===== src/rtl/core/epj_pkg.sv =====
// Shared types, constants and saturating Q16.16 helpers for the
// eigenvector projection unit. No dependencies.
package epj_pkg;

  localparam int unsigned DW = 32;          // datapath word width
  localparam int unsigned FB = 16;          // fraction bits
  localparam int unsigned PW = 2 * DW;      // full product width
  localparam int unsigned MW = DW + FB;     // shifted magnitude width
  localparam int unsigned GW = 18;          // gamma register width
  localparam int unsigned LW = 31;          // light speed register width
  localparam int unsigned NCOEF = 6;

  typedef logic signed [DW-1:0] word_t;

  localparam word_t MAXV = {1'b0, {(DW-1){1'b1}}};
  localparam word_t MINV = {1'b1, {(DW-1){1'b0}}};
  localparam word_t ONEQ = word_t'(1) <<< FB;

  localparam logic OP_LOAD = 1'b0;
  localparam logic OP_PROJ = 1'b1;

  localparam logic [1:0] PART_ION = 2'd0;
  localparam logic [1:0] PART_ELE = 2'd1;
  localparam logic [1:0] PART_FLD = 2'd2;
  localparam logic [1:0] PART_BAD = 2'd3;

  localparam logic CFG_GAMMA = 1'b0;
  localparam logic CFG_LIGHT = 1'b1;

  typedef struct packed {
    logic                   op;
    logic [1:0]             part;
    logic [NCOEF-1:0][DW-1:0] d;
  } req_t;

  // per-species derived state
  typedef struct packed {
    word_t u1;
    word_t u2;
    word_t u3;
    word_t c;
    word_t h;
    word_t hs;
  } spc_t;

  function automatic word_t qadd(word_t a, word_t b);
    logic signed [DW:0] s;
    s = {a[DW-1], a} + {b[DW-1], b};
    if (s[DW] != s[DW-1]) return s[DW] ? MINV : MAXV;
    return s[DW-1:0];
  endfunction

  function automatic word_t qsub(word_t a, word_t b);
    logic signed [DW:0] s;
    s = {a[DW-1], a} - {b[DW-1], b};
    if (s[DW] != s[DW-1]) return s[DW] ? MINV : MAXV;
    return s[DW-1:0];
  endfunction

  function automatic word_t qabs(word_t x);
    if (!x[DW-1]) return x;
    if (x == MINV) return MAXV;
    return -x;
  endfunction

  // halve, rounding toward zero
  function automatic word_t qhalf(word_t x);
    word_t t;
    t = x + word_t'(x[DW-1]);
    return t >>> 1;
  endfunction

  function automatic logic [DW-1:0] mag(word_t x);
    return x[DW-1] ? (~x + 1'b1) : x;
  endfunction

  // apply sign to a magnitude and saturate to the word range
  function automatic word_t sat_mag(logic neg, logic [MW-1:0] m);
    logic [MW-1:0] lim;
    lim = {{(MW-DW+1){1'b0}}, {(DW-1){1'b1}}};
    if (neg) begin
      if (m > lim + 1'b1) return MINV;
      return word_t'({DW{1'b0}} - m[DW-1:0]);
    end
    if (m > lim) return MAXV;
    return word_t'(m[DW-1:0]);
  endfunction

endpackage


===== src/rtl/core/epj_front.sv =====
// Input side: accepts requests, drops the invalid ones and
// queues the rest (two entries) for the sequencer. Depends on epj_pkg.
module epj_front (
  input  logic          clk_i,
  input  logic          rst_ni,
  input  logic          push_i,
  output logic          full_o,
  input  epj_pkg::req_t req_i,
  output logic          avail_o,
  output epj_pkg::req_t head_o,
  input  logic          take_i
);

  localparam int unsigned DEPTH = 2;
  localparam int unsigned AW = $clog2(DEPTH);

  epj_pkg::req_t   mem_q [DEPTH];
  logic [AW-1:0]   wr_q, rd_q;
  logic [AW:0]     cnt_q;
  logic            keep, wr_en, rd_en;

  always_comb begin
    if (req_i.op == epj_pkg::OP_PROJ) begin
      keep = req_i.part != epj_pkg::PART_BAD;
    end else begin
      keep = req_i.part == epj_pkg::PART_ION || req_i.part == epj_pkg::PART_ELE;
    end
  end

  assign full_o  = cnt_q == (AW+1)'(DEPTH);
  assign avail_o = cnt_q != '0;
  assign wr_en   = push_i && !full_o && keep;
  assign rd_en   = take_i && avail_o;
  assign head_o  = mem_q[rd_q];

  always_ff @(posedge clk_i or negedge rst_ni) begin
    if (!rst_ni) begin
      wr_q  <= '0;
      rd_q  <= '0;
      cnt_q <= '0;
    end else begin
      if (wr_en) wr_q <= wr_q + 1'b1;
      if (rd_en) rd_q <= rd_q + 1'b1;
      cnt_q <= cnt_q + (AW+1)'(wr_en) - (AW+1)'(rd_en);
    end
  end

  always_ff @(posedge clk_i) begin
    if (wr_en) mem_q[wr_q] <= req_i;
  end

endmodule


===== config.mk =====
export PLATFORM = sky130hd
export DESIGN_NAME = epj_front
export DESIGN_NICKNAME = d
export VERILOG_FILES = /design/src/rtl/core/epj_pkg.sv /design/src/rtl/core/epj_front.sv
export SDC_FILE = /design/constraint.sdc
export NUM_CORES = 1
export LEC_CHECK = 0
export BUFFER_PORTS_ARGS = -buffer_cell sky130_fd_sc_hd__buf_4
export CORE_MARGIN = 8
export CORE_UTILIZATION = 55
export CTS_BUF_LIST = sky130_fd_sc_hd__clkbuf_4 sky130_fd_sc_hd__clkbuf_8
export CTS_CLUSTER_DIAMETER = 200
export CTS_CLUSTER_SIZE = 24
export DETAILED_ROUTE_END_ITERATION = 7
export PLACE_DENSITY = 0.81
export SLEW_MARGIN = 40
export SYNTH_ARGS = -nofsm -noshare
export SYNTH_HDL_FRONTEND = slang
export SYNTH_SLANG_ARGS = --single-unit

===== constraint.sdc =====
create_clock -name clk_i -period 24.2 [get_ports clk_i]
set_input_delay 7.26 -clock clk_i [delete_from_list [all_inputs] [get_ports clk_i]]
set_output_delay 7.26 -clock clk_i [all_outputs]
set_load 0.03 [all_outputs]

==> run metrics <==
status complete, no violations; crit start category flop; TritonRoute pass-1 iters 4; final hold slack 497 ps; GRT overflow 0; Post-DP HPWL 23500 µm; Slew Viols, Final 0; pwr/cell area 112 nW/µm²; Net Count, Synth 828; CTS clk-pin slew, worst paths 140 ps; max-cap viol count 0; CTS tree yes; CP endpoint kind primary output; commonest non-fill, non-tap cell in the layout buf_4; Remaining DRCs 0; per-cell routed wire length 23.2 µm; largest net degree at the start of global routing 102; Syn-to-layout area delta 25.0%; min-delay worst type reg -> reg; Worst Path Required 16940 ps; Critical R2R Capture mem_q[1][104]; sequential-to-total area share from yosys stat 79.5%; Period Utilization, post-route 44.2%; leakage power 7.20 nW; Synthesis Warnings 0; Clock Latency Late Sink 570 ps; H-tree level count 1; worst slack, placed 14110 ps; initial core utilization 55.6%; gr usage total 18.7%; final cell count without fillers 1382; Buf+Inv Stages, Crit Path 3; Core ar. 26700 µm²; number of buffers created by CTS 20; kind of critical path reg -> out; Worst Setup Slack, final 13510 ps; FF-to-FF path depth 5; I/O Buffers 395; remaining antenna violation count 0; TNS Setup 0 ps; reg2reg setup slack 21780 ps; Final Util 69.5%; CP peak stage delay 850 ps; Tightest Pin Transition 763 ps; Crit Path Max Fanout 55; Distinct cells, synth 16; Seq cells post-synth 394; critical path startpoint rd_q; Final setup viols 0; Setup crit end head_o[189]; critical path data arrival time 3430 ps; RSZ-0062 raised after global routing false; WP depth 4; Final min period 10690 ps; hold buffers post-CTS 0; first-pass GRT wire length 46900 µm; post-CTS sizing 0; num ports 396; Final #Nets 1231; IR drop worst, VDD 77.4 µV; clk root buf clkbuf_8; slew margin rel. 49.2%; most frequent cells in the layout buf_4, edfxtp_1, mux2_4; cell count after synthesis 627; FP Rows 60; total die area 32500 µm²; Clock Sinks 394; Vert. Die Dim 180 µm; f_max 93.6 MHz; Die W 180 µm; final WL 32100 µm; Via Count 7275; 1st-iter DRT viols 481; drt via density 5.26; Crit path max-delay family buffers and inverters; CTS Buffer Depth 3; RePlAce Congestion 0.786; critical path cell sequence buf_4 > buf_6 > mux2_2 > buf_4; Cell Area, Synth 14900 µm²; fraction of layout cells with a size suffix above 1 60.8%; Post-CTS Repair Setup Buffers 0; Critical R2R Launch cnt_q[1]; Avg Cell Area, Syn 23.7 µm²; most used cell, CP buf_4; Final Skew 33.6 ps; Hold Startpoint cnt_q[1]; antenna violations before repair 4; Hold Fails Final Rpt 0; vias in the first global route 7743; DP Cell Count 1349; slowest stage cell on the critical path dfrtp_4
-- per-layer routing --
layer | GRT usage (%) | routed length [µm] | up-vias
met4 | 6.78 | 1000 | 0
met3 | 5.87 | 2740 | 44
met1 | 21.6 | 12100 | 3634
li1 | - | - | 3275
met5 | 0 | 0 | -
met2 | 32.5 | 16300 | 322
-- power breakdown --
part / total [W] / internal [W] / switching, W
sequential: 0.000912 / 0.000870 / 0.0000414
clock: 0.000277 / 0.0000931 / 0.000184
combinational: 0.000898 / 0.000391 / 0.000507
-- cells in the mapped netlist (all sizes together) --
| cell type | count | area share [%] |
|---|---|---|
| xor2 | 1 | 0.059 |
| a211o | 1 | 0.059 |
| ha | 2 | 0.17 |
| buf | 22 | 1.5 |
| xnor2 | 3 | 0.18 |
| inv | 3 | 0.076 |
| nand2b | 1 | 0.042 |
| edfxtp | 390 | 79 |
| nor2b | 1 | 0.042 |
| or2 | 1 | 0.042 |
| and2 | 1 | 0.042 |
| mux2 | 195 | 18 |
| nor2 | 2 | 0.051 |
| dfrtp | 4 | 0.67 |
-- cells by family (layout without fill, tap and decap cells) --
group / count (synthesis) / in the layout / synth area share [%]
xor gates and xnor gates: 4 / 4 / 0.236
buffers and inverters: 25 / 435 / 1.53
AOI/OAI and AO/OA: 1 / 1 / 0.0589
other: 0 / 4 / 0
adders and majority gates: 2 / 2 / 0.168
and+or+nand+nor: 6 / 6 / 0.219
muxes: 195 / 195 / 18.3
DFF: 394 / 394 / 79.5
-- area by class of cell --
| type | instances | area (µm²) |
|---|---|---|
| Antenna cell | 4 | 10.0 |
| Tap cell | 341 | 427 |
| Clock buffer | 28 | 342 |
| Timing Repair Buffer | 403 | 3120 |
| Inverter | 3 | 11.3 |
| Fill cell | 1647 | 8150 |
| Clock inverter | 1 | 16.3 |
| Multi-Input combinational cell | 208 | 2840 |
| Sequential cell | 394 | 11800 |
-- flip-flops by register name, summed over array words and instances (netlist names) --
name	count
mem_q	390
cnt_q	2
rd_q	1
wr_q	1
-- worst min path at each step --
stage / to / depth (start not counted)
after global routing: cnt_q[1] / 1
after detailed placement: cnt_q[1] / 1
after CTS: cnt_q[1] / 1
after global placement: cnt_q[1] / 1
final: cnt_q[1] / 1
after floorplan: cnt_q[1] / 1
-- through the flow --
step | total power (W) | instance area [µm²]
5_1_grt | 0.00217 | 18600
4_1_cts | 0.00211 | 18600
6_report | 0.00209 | 18600
3_5_place_dp | 0.00184 | 18200
3_3_place_gp | 0.00182 | 18100
2_1_floorplan | 0.00158 | 14900
No activity file was read; power rests on OpenSTA's default activity.
